===== config.mk =====
export PLATFORM = sky130hd
export DESIGN_NAME = initial_dcid_patcher_core
export DESIGN_NICKNAME = d
export VERILOG_FILES = /design/src/rtl/core/idp_pkg.sv /design/src/rtl/core/idp_cfg.sv /design/src/rtl/core/idp_ctrl.sv /design/src/rtl/core/idp_outbuf.sv /design/src/rtl/core/initial_dcid_patcher_core.sv
export SDC_FILE = /design/constraint.sdc
export NUM_CORES = 1
export LEC_CHECK = 0
export BUFFER_PORTS_ARGS = -buffer_cell sky130_fd_sc_hd__buf_2
export CAP_MARGIN = 30
export CORE_MARGIN = 8
export CORE_UTILIZATION = 58
export CTS_CLUSTER_DIAMETER = 100
export DETAILED_ROUTE_END_ITERATION = 8
export PLACE_DENSITY = 0.85
export SETUP_SLACK_MARGIN = 0.02
export SYNTH_ARGS = -nofsm -noshare
export SYNTH_HDL_FRONTEND = slang
export SYNTH_SLANG_ARGS = --single-unit

===== constraint.sdc =====
create_clock -name i_clk -period 3.73 [get_ports i_clk]
set_input_delay 0.373 -clock i_clk [delete_from_list [all_inputs] [get_ports i_clk]]
set_output_delay 0.373 -clock i_clk [all_outputs]
set_load 0.05 [all_outputs]

===== src/rtl/core/idp_pkg.sv =====
`timescale 1ns / 1ps
// ----------------------------------------------------------------------------
// idp_pkg
// Shared types and constants for the initial DCID patcher.
// ----------------------------------------------------------------------------
package idp_pkg;

    localparam int MAX_ID_LEN = 20;
    localparam int MIN_PKT_LEN = 6;   // fixed long-header bytes ahead of the ID
    localparam int IDLEN_POS = 5;     // byte that carries the DCID length

    typedef enum logic [2:0] {
        ST_OK        = 3'd0,
        ST_BAD_ARGS  = 3'd1,
        ST_SHORT_HDR = 3'd2,
        ST_BAD_IDLEN = 3'd3,
        ST_MISMATCH  = 3'd4,
        ST_TOO_SHORT = 3'd5
    } t_status;

    typedef enum logic [1:0] {
        REG_ID_LEN  = 2'd0,
        REG_ID_LOW  = 2'd1,
        REG_ID_MID  = 2'd2,
        REG_ID_HIGH = 2'd3
    } t_reg_idx;

    typedef struct packed {
        logic [4:0]  id_len;
        logic [63:0] id_low;
        logic [63:0] id_mid;
        logic [31:0] id_high;
    } t_cfg;

    typedef struct packed {
        logic [7:0] out_byte;
        logic       out_last;
        t_status    status;
    } t_result;

endpackage


===== src/rtl/core/idp_cfg.sv =====
`timescale 1ns / 1ps
// ----------------------------------------------------------------------------
// idp_cfg
// APB register file holding the replacement connection ID.
// ----------------------------------------------------------------------------
module idp_cfg (
    input  logic           i_clk,
    input  logic           i_rst_n,
    input  logic           psel,
    input  logic           penable,
    input  logic           pwrite,
    input  logic [4:0]     paddr,
    input  logic [63:0]    pwdata,
    output logic [63:0]    prdata,
    output logic           pready,
    output idp_pkg::t_cfg  o_cfg
);
    import idp_pkg::*;

    t_cfg     r_cfg;
    t_cfg     n_cfg;
    t_reg_idx w_idx;
    logic     w_wr;

    assign pready = 1'b1;
    assign w_idx  = t_reg_idx'(paddr[4:3]);
    assign w_wr   = psel & penable & pwrite;

    always_comb begin
        n_cfg = r_cfg;
        if (w_wr) begin
            case (w_idx)
                REG_ID_LEN:  n_cfg.id_len  = pwdata[4:0];
                REG_ID_LOW:  n_cfg.id_low  = pwdata;
                REG_ID_MID:  n_cfg.id_mid  = pwdata;
                REG_ID_HIGH: n_cfg.id_high = pwdata[31:0];
                default:     n_cfg = r_cfg;
            endcase
        end
    end

    always_ff @(posedge i_clk) begin
        if (!i_rst_n) begin
            r_cfg <= '0;
        end else begin
            r_cfg <= n_cfg;
        end
    end

    always_comb begin
        case (w_idx)
            REG_ID_LEN:  prdata = {59'd0, r_cfg.id_len};
            REG_ID_LOW:  prdata = r_cfg.id_low;
            REG_ID_MID:  prdata = r_cfg.id_mid;
            REG_ID_HIGH: prdata = {32'd0, r_cfg.id_high};
            default:     prdata = '0;
        endcase
    end

    assign o_cfg = r_cfg;

endmodule


===== src/rtl/core/idp_ctrl.sv =====
`timescale 1ns / 1ps
// ----------------------------------------------------------------------------
// idp_ctrl
// Per-packet position tracking, header checks and DCID byte substitution.
// ----------------------------------------------------------------------------
module idp_ctrl (
    input  logic              i_clk,
    input  logic              i_rst_n,
    input  logic              i_accept,
    input  logic [7:0]        i_packet_byte,
    input  logic [15:0]       i_packet_length,
    input  logic              i_last_byte,
    input  idp_pkg::t_cfg     i_cfg,
    output idp_pkg::t_result  o_result
);
    import idp_pkg::*;

    logic [15:0] r_pos;
    logic [15:0] n_pos;
    t_status     r_err;
    t_status     n_err;
    logic        r_patch;
    logic        n_patch;
    logic [4:0]  r_idlen;
    logic [4:0]  n_idlen;

    logic [159:0] w_id;
    logic [15:0]  w_off;
    logic [7:0]   w_byte;
    t_status      w_st;

    assign w_id  = {i_cfg.id_high, i_cfg.id_mid, i_cfg.id_low};
    assign w_off = r_pos - 16'(MIN_PKT_LEN);

    always_comb begin
        n_err   = r_err;
        n_patch = r_patch;
        n_idlen = r_idlen;
        w_byte  = i_packet_byte;

        if (r_pos == 16'd0) begin
            if (i_packet_length < 16'(MIN_PKT_LEN) || i_cfg.id_len == 5'd0
                    || i_cfg.id_len > 5'(MAX_ID_LEN)) begin
                n_err = ST_BAD_ARGS;
            end else if (!i_packet_byte[7]) begin
                n_err = ST_SHORT_HDR;
            end
        end else if (r_pos == 16'(IDLEN_POS) && r_err == ST_OK) begin
            if (i_packet_byte == 8'd0 || i_packet_byte > 8'(MAX_ID_LEN)) begin
                n_err = ST_BAD_IDLEN;
            end else if ({3'd0, i_cfg.id_len} != i_packet_byte) begin
                n_err = ST_MISMATCH;
            end else if ({1'b0, i_packet_length}
                    < 17'(MIN_PKT_LEN) + {9'd0, i_packet_byte}) begin
                n_err = ST_TOO_SHORT;
            end else begin
                n_patch = 1'b1;
                n_idlen = i_packet_byte[4:0];
            end
        end else if (r_pos >= 16'(MIN_PKT_LEN) && r_patch
                && w_off < {11'd0, r_idlen}) begin
            // offset is below the ID length, so it fits in five bits
            w_byte = w_id[{w_off[4:0], 3'b000} +: 8];
        end

        w_st = ST_OK;
        n_pos = r_pos;
        if (i_last_byte) begin
            w_st = n_err;
            // stream ended before the ID length byte
            if (w_st == ST_OK && r_pos < 16'(IDLEN_POS)) begin
                w_st = ST_TOO_SHORT;
            end
            n_pos   = '0;
            n_err   = ST_OK;
            n_patch = 1'b0;
            n_idlen = '0;
        end else if (r_pos != 16'hFFFF) begin
            n_pos = r_pos + 16'd1;
        end
    end

    always_ff @(posedge i_clk) begin
        if (!i_rst_n) begin
            r_pos   <= '0;
            r_err   <= ST_OK;
            r_patch <= 1'b0;
            r_idlen <= '0;
        end else if (i_accept) begin
            r_pos   <= n_pos;
            r_err   <= n_err;
            r_patch <= n_patch;
            r_idlen <= n_idlen;
        end
    end

    assign o_result.out_byte = w_byte;
    assign o_result.out_last = i_last_byte;
    assign o_result.status   = w_st;

endmodule


===== src/rtl/core/idp_outbuf.sv =====
`timescale 1ns / 1ps
// ----------------------------------------------------------------------------
// idp_outbuf
// Result register with a skid entry so input is taken while output waits.
// ----------------------------------------------------------------------------
module idp_outbuf (
    input  logic              i_clk,
    input  logic              i_rst_n,
    input  logic              i_accept,
    input  idp_pkg::t_result  i_result,
    input  logic              i_out_stall,
    output logic              o_full,
    output logic              o_out_valid,
    output idp_pkg::t_result  o_result
);
    import idp_pkg::*;

    logic    r_out_valid;
    logic    n_out_valid;
    t_result r_out;
    t_result n_out;
    logic    r_skid_valid;
    logic    n_skid_valid;
    t_result r_skid;
    t_result n_skid;
    logic    w_take;

    assign w_take = r_out_valid & ~i_out_stall;

    always_comb begin
        n_out_valid  = r_out_valid;
        n_out        = r_out;
        n_skid_valid = r_skid_valid;
        n_skid       = r_skid;
        if (i_accept) begin
            if (!r_out_valid || w_take) begin
                n_out_valid = 1'b1;
                n_out       = i_result;
            end else begin
                n_skid_valid = 1'b1;
                n_skid       = i_result;
            end
        end else if (w_take) begin
            if (r_skid_valid) begin
                n_out        = r_skid;
                n_skid_valid = 1'b0;
            end else begin
                n_out_valid = 1'b0;
            end
        end
    end

    always_ff @(posedge i_clk) begin
        if (!i_rst_n) begin
            r_out_valid  <= 1'b0;
            r_skid_valid <= 1'b0;
        end else begin
            r_out_valid  <= n_out_valid;
            r_skid_valid <= n_skid_valid;
        end
    end

    always_ff @(posedge i_clk) begin
        r_out  <= n_out;
        r_skid <= n_skid;
    end

    assign o_full      = r_skid_valid;
    assign o_out_valid = r_out_valid;
    assign o_result    = r_out;

`ifndef SYNTHESIS
    a_skid_needs_out: assert property (@(posedge i_clk) disable iff (!i_rst_n)
        r_skid_valid |-> r_out_valid)
        else $error("skid entry held with empty output register");

    a_no_accept_when_full: assert property (@(posedge i_clk) disable iff (!i_rst_n)
        r_skid_valid |-> !i_accept)
        else $error("request accepted while skid entry is occupied");

    a_blocked_fills_skid: assert property (@(posedge i_clk) disable iff (!i_rst_n)
        (i_accept && r_out_valid && i_out_stall) |=> (r_skid_valid && r_skid == $past(i_result)))
        else $error("blocked request not captured in skid entry");

    a_skid_drains: assert property (@(posedge i_clk) disable iff (!i_rst_n)
        (r_skid_valid && !i_out_stall) |=> (r_out == $past(r_skid) && !r_skid_valid))
        else $error("skid entry not moved to output register");
`endif

endmodule


===== src/rtl/core/initial_dcid_patcher_core.sv =====
`timescale 1ns / 1ps
// ----------------------------------------------------------------------------
// initial_dcid_patcher_core
// Streaming rewrite of the Destination Connection ID of a QUIC long header.
//
// Input channel: one packet byte per request with the packet length and a
// last flag (i_in_valid / o_in_stall). Output channel: the byte, passed or
// replaced by the configured ID, its last flag and a status code that is
// nonzero only on the last byte (o_out_valid / i_out_stall).
// Throughput is one byte per cycle while no stall holds the flow; each result
// is registered after its request is accepted, in a result register. A skid
// entry behind it takes one more request while the receiver stalls; o_in_stall
// rises only once that entry is occupied. Checks and substitution are one pass
// of logic on the position counter and per-packet flags.
// Configuration: APB, 64-bit data, registers at 0x00 (ID length), 0x08, 0x10,
// 0x18 (ID bytes). Write only while no packet is in flight.
// Reset (synchronous, active low) clears registers, packet state and both
// output entries; the block is ready in the cycle after reset.
// ----------------------------------------------------------------------------
module initial_dcid_patcher_core (
    input  logic        i_clk,
    input  logic        i_rst_n,
    input  logic        i_in_valid,
    output logic        o_in_stall,
    input  logic [7:0]  i_packet_byte,
    input  logic [15:0] i_packet_length,
    input  logic        i_last_byte,
    output logic        o_out_valid,
    input  logic        i_out_stall,
    output logic [7:0]  o_out_byte,
    output logic        o_out_last,
    output logic [2:0]  o_status,
    input  logic        psel,
    input  logic        penable,
    input  logic        pwrite,
    input  logic [4:0]  paddr,
    input  logic [63:0] pwdata,
    output logic [63:0] prdata,
    output logic        pready
);
    import idp_pkg::*;

    t_cfg    w_cfg;
    t_result w_res;
    t_result w_out;
    logic    w_full;
    logic    w_accept;

    assign w_accept   = i_in_valid & ~w_full;
    assign o_in_stall = w_full;

    idp_cfg u_cfg (
        .i_clk   (i_clk),
        .i_rst_n (i_rst_n),
        .psel    (psel),
        .penable (penable),
        .pwrite  (pwrite),
        .paddr   (paddr),
        .pwdata  (pwdata),
        .prdata  (prdata),
        .pready  (pready),
        .o_cfg   (w_cfg)
    );

    idp_ctrl u_ctrl (
        .i_clk           (i_clk),
        .i_rst_n         (i_rst_n),
        .i_accept        (w_accept),
        .i_packet_byte   (i_packet_byte),
        .i_packet_length (i_packet_length),
        .i_last_byte     (i_last_byte),
        .i_cfg           (w_cfg),
        .o_result        (w_res)
    );

    idp_outbuf u_outbuf (
        .i_clk       (i_clk),
        .i_rst_n     (i_rst_n),
        .i_accept    (w_accept),
        .i_result    (w_res),
        .i_out_stall (i_out_stall),
        .o_full      (w_full),
        .o_out_valid (o_out_valid),
        .o_result    (w_out)
    );

    assign o_out_byte = w_out.out_byte;
    assign o_out_last = w_out.out_last;
    assign o_status   = w_out.status;

endmodule


==> reports/summary.json <==
{
  "initial_utilization": {"value": 59.1, "unit": "%"},
  "placed_cell_area": {"value": 12600, "unit": "sq um"},
  "critical_path_class": {"value": "flip-flop to flip-flop"},
  "outcome": {"value": "complete, no violations"},
  "timing.clock.skew": {"value": 13.1, "unit": "ps"},
  "cts_sinks": {"value": 216},
  "max_cap_viol_count": {"value": 0},
  "gp_routability_congestion": {"value": 0.887},
  "timing.final.crit_period": {"value": 3270, "unit": "ps"},
  "setup_repair_after_global_routing_missed_its_margin": {"value": "no"},
  "synth.ff_latch_count": {"value": 216},
  "seq_area_frac_synth": {"value": 39.5, "unit": "%"},
  "timing.final.hold_violations": {"value": 0},
  "worst_path_bufs_invs": {"value": 1},
  "crit_arrival": {"value": 3520, "unit": "ps"},
  "cp_slowest_cell": {"value": "sky130_fd_sc_hd__or4_4"},
  "cts-htree-levels": {"value": 1},
  "die_x": {"value": 157, "unit": "microns"},
  "finalCritPeriodShare": {"value": 87.6, "unit": "%"},
  "grt_pass1_wl": {"value": 53700, "unit": "microns"},
  "numPortBuffers": {"value": 175},
  "ratio_of_cells_with_drive_above_1_in_the_final_layout": {"value": 23.8, "unit": "%"},
  "ys.flop_type": {"value": "sky130_fd_sc_hd__dfxtp_1"},
  "antenna_left": {"value": 0},
  "cts_tree": {"value": "built"},
  "design_power_total": {"value": 5.15, "unit": "mW"},
  "worst_path_largest_cell_delay": {"value": 650, "unit": "ps"},
  "layout-area-overhead-vs-synth": {"value": 15.3, "unit": "%"},
  "drt-initial-drc-count": {"value": 1222},
  "top_layer": {"value": "met5"},
  "synthesis.area_per_instance": {"value": 9.12, "unit": "sq um"},
  "synth_async_sr_flop_share": {"value": 0, "unit": "%"},
  "setup-violations-final": {"value": 0},
  "antenna_found_initial": {"value": 2},
  "slew_viol_final": {"value": 0},
  "clk_pin_slew_worst_paths": {"value": 60, "unit": "ps"},
  "met2_wirelength": {"value": 15200, "unit": "microns"},
  "worstHoldPathType": {"value": "input port to flip-flop"},
  "yosys_warnings": {"value": 0},
  "place_hpwl": {"value": 23300, "unit": "microns"},
  "post-route-worst-setup-slack": {"value": 464, "unit": "ps"},
  "number_of_global_route_vias_before_repair": {"value": 9891},
  "detailroute.wirelength.met3": {"value": 3630, "unit": "microns"},
  "finish.cell_count_without_fillers": {"value": 1668},
  "die_h": {"value": 157, "unit": "microns"},
  "numPlacedInstances": {"value": 1625},
  "synthDistinctLibCells": {"value": 65},
  "critical_path_start_type": {"value": "flip-flop"},
  "power_per_cell_area": {"value": 387, "unit": "nW/um^2"},
  "total_i_o_pin_count": {"value": 180},
  "grt_max_degree": {"value": 109},
  "core.rowCount": {"value": 51},
  "totalNegativeSetupSlack": {"value": 0, "unit": "ps"},
  "firstDrtPassIters": {"value": 5},
  "route.layer.met1.wl": {"value": 13700, "unit": "microns"},
  "critPathRequiredTime": {"value": 3990, "unit": "ps"},
  "syn_nets": {"value": 1386},
  "vdd_ir_drop_max": {"value": 0.281, "unit": "mV"},
  "syn-cell-area": {"value": 11500, "unit": "sq um"},
  "r2r_setup_slack": {"value": 460, "unit": "ps"},
  "post_cts_hold_buffer_count": {"value": 0},
  "power.static_leakage": {"value": 5.03, "unit": "nW"},
  "insertion_delay": {"value": 510, "unit": "ps"},
  "wl_per_cell": {"value": 20.3, "unit": "microns"},
  "numCtsBuffers": {"value": 23},
  "global_route.usage.total": {"value": 27.1, "unit": "%"},
  "critical-path-top-cell-by-count": {"value": "sky130_fd_sc_hd__mux2_4"},
  "post_cts_buffers": {"value": 0},
  "syn-instance-count": {"value": 1266},
  "crit_chain": {"value": "a21oi_1, xnor2_1, inv_1, ha_1, nor2_1, nand2_1, nor4_1, nand4_1, or4_4, mux2_4, mux2_4"},
  "crit_path_end_kind": {"value": "flip-flop"},
  "die_area": {"value": 24700, "unit": "sq um"},
  "avgViaCountPerCell": {"value": 6.13},
  "detailedPlace.worstSlack": {"value": 361, "unit": "ps"},
  "fp.coreArea": {"value": 19500, "unit": "sq um"},
  "route.vias.total": {"value": 10200},
  "postLayoutCellArea": {"value": 13300, "unit": "sq um"},
  "num-nets-final": {"value": 1505},
  "clock_tree.root_cell": {"value": "sky130_fd_sc_hd__clkbuf_16"},
  "max-clock-path-buffers": {"value": 3},
  "cts.repair.resized": {"value": 0},
  "achievable-frequency": {"value": 306, "unit": "MHz"},
  "gr-total-overflow": {"value": 0},
  "layout.filler_cells": {"value": 1542},
  "tightestPinTransition": {"value": 731, "unit": "ps"},
  "synth_enable_flop_cells": {"value": 24},
  "path_max_fanout": {"value": 12},
  "finalWirelength": {"value": 33800, "unit": "microns"},
  "critical_path.top_delay_family": {"value": "simple AND/OR/NAND/NOR gates"},
  "drcViolationCount": {"value": 0},
  "slew_headroom": {"value": 51.3, "unit": "%"}
}
-- path summary, 6_finish.rpt --
path	startpoint	to	depth (start not counted)
setup reg to reg	u_ctrl.r_pos[2]$_SDFFE_PN0P_	u_outbuf.o_result[5]$_DFFE_PP_	11
setup / recovery	u_ctrl.r_pos[2]$_SDFFE_PN0P_	u_outbuf.o_result[5]$_DFFE_PP_	11
hold reg to reg	u_cfg.o_cfg[101]$_SDFFE_PN0P_	u_cfg.o_cfg[101]$_SDFFE_PN0P_	2
hold / removal	pwdata[63]	u_cfg.o_cfg[95]$_SDFFE_PN0P_	3
-- cells in the final DEF (no fill, tap or decap), drive strengths merged, types with 12 or more instances in the layout --
cell and count:
inv 22, nor2b 20, a22o 59, mux2 38, ha 19, mux2i 20, clkbuf 37, nand3 12
o21ai 31, xnor2 15, edfxtp 24, mux4 48, a21oi 13, nor2 32, dfxtp 192, a21boi 167
buf 198, nand2 349
-- cells by family (layout without fill, tap and decap cells) --
group | after synthesis | after routing | synth area share (%)
AND/OR/NAND/NOR | 474 | 474 | 17.7
buffers and inverters | 125 | 261 | 4.43
XOR/XNOR | 26 | 26 | 1.97
multiplexers | 106 | 106 | 15.0
flip-flops | 216 | 216 | 39.5
AO/OA/AOI/OAI | 299 | 299 | 19.3
other | 1 | 2 | 0.0325
adder cells (fa/ha/maj) | 19 | 19 | 2.06
-- synth_stat cells, drive strengths merged (4+ instances only) --
cell type  instances  share of area [%]
clkbuf            82                2.7
dfxtp            192                 33
nand2            349                 11
nor2              32                1.0
xnor2             15                1.1
nand2b             6               0.35
and3               7               0.38
buf               22                1.1
ha                19                2.1
nor3               9               0.49
a21boi           167                 11
xor2              11               0.83
a22oi              8               0.52
o21ai             31                1.3
mux2              38                3.9
nand3             12               0.52
edfxtp            24                6.2
and2               4               0.22
a21oi             13               0.56
nor2b             20                1.1
or4                4               0.29
nand4             10               0.54
a22o              59                4.5
mux2i             20                1.7
nor4               7               0.43
mux4              48                9.4
inv               21               0.68
-- state kept, by name (all words and copies together), names as in the netlist --
signal                count
u_cfg.o_cfg             165
u_ctrl.r_err              3
u_outbuf.o_result        12
u_ctrl.r_idlen            5
u_outbuf.o_full           1
u_ctrl.r_pos             16
u_outbuf.o_out_valid      1
u_ctrl.r_patch            1
u_outbuf.r_skid          12
-- per-layer routing --
layer / track usage, % / vias up
met1: 36.6 / 4861
met3: 4.72 / 92
met2: 42.7 / 584
met5: 0 / -
li1: - / 4688
met4: 10.7 / 4
-- cell type report --
type | count | area (sq um) | area share [%]
clock buffer | 37 | 668 | 5.02
antenna | 1 | 2.50 | 0.0188
sequential | 216 | 4570 | 34.3
timing repair buffer | 198 | 1110 | 8.37
tap | 265 | 332 | 2.49
inverter | 21 | 78.8 | 0.592
multi-input combinational | 925 | 6480 | 48.7
clock inverter | 5 | 57.6 | 0.433
-- metrics by stage --
| step | utilization, % | hold WS [ps] |
|---|---|---|
| floorplan | - | 450 |
| finish | 68.1 | 117 |
| CTS | 68.1 | 110 |
| detailed placement | 64.4 | 471 |
| global route | 68.1 | 127 |
| global placement | 64.4 | 459 |
-- tightest hold or removal path: stages --
cell                       delay [ps]
sky130_fd_sc_hd__buf_2            100
sky130_fd_sc_hd__nand2_1           40
sky130_fd_sc_hd__a21boi_0          60
-- report_power, final --
part,total (mW),internal (mW),switching (mW)
clock,2.22,1.30,0.927
combinational,0.503,0.190,0.313
sequential,2.42,2.39,0.0328
Note: power is estimated with default switching activity, not from simulation.
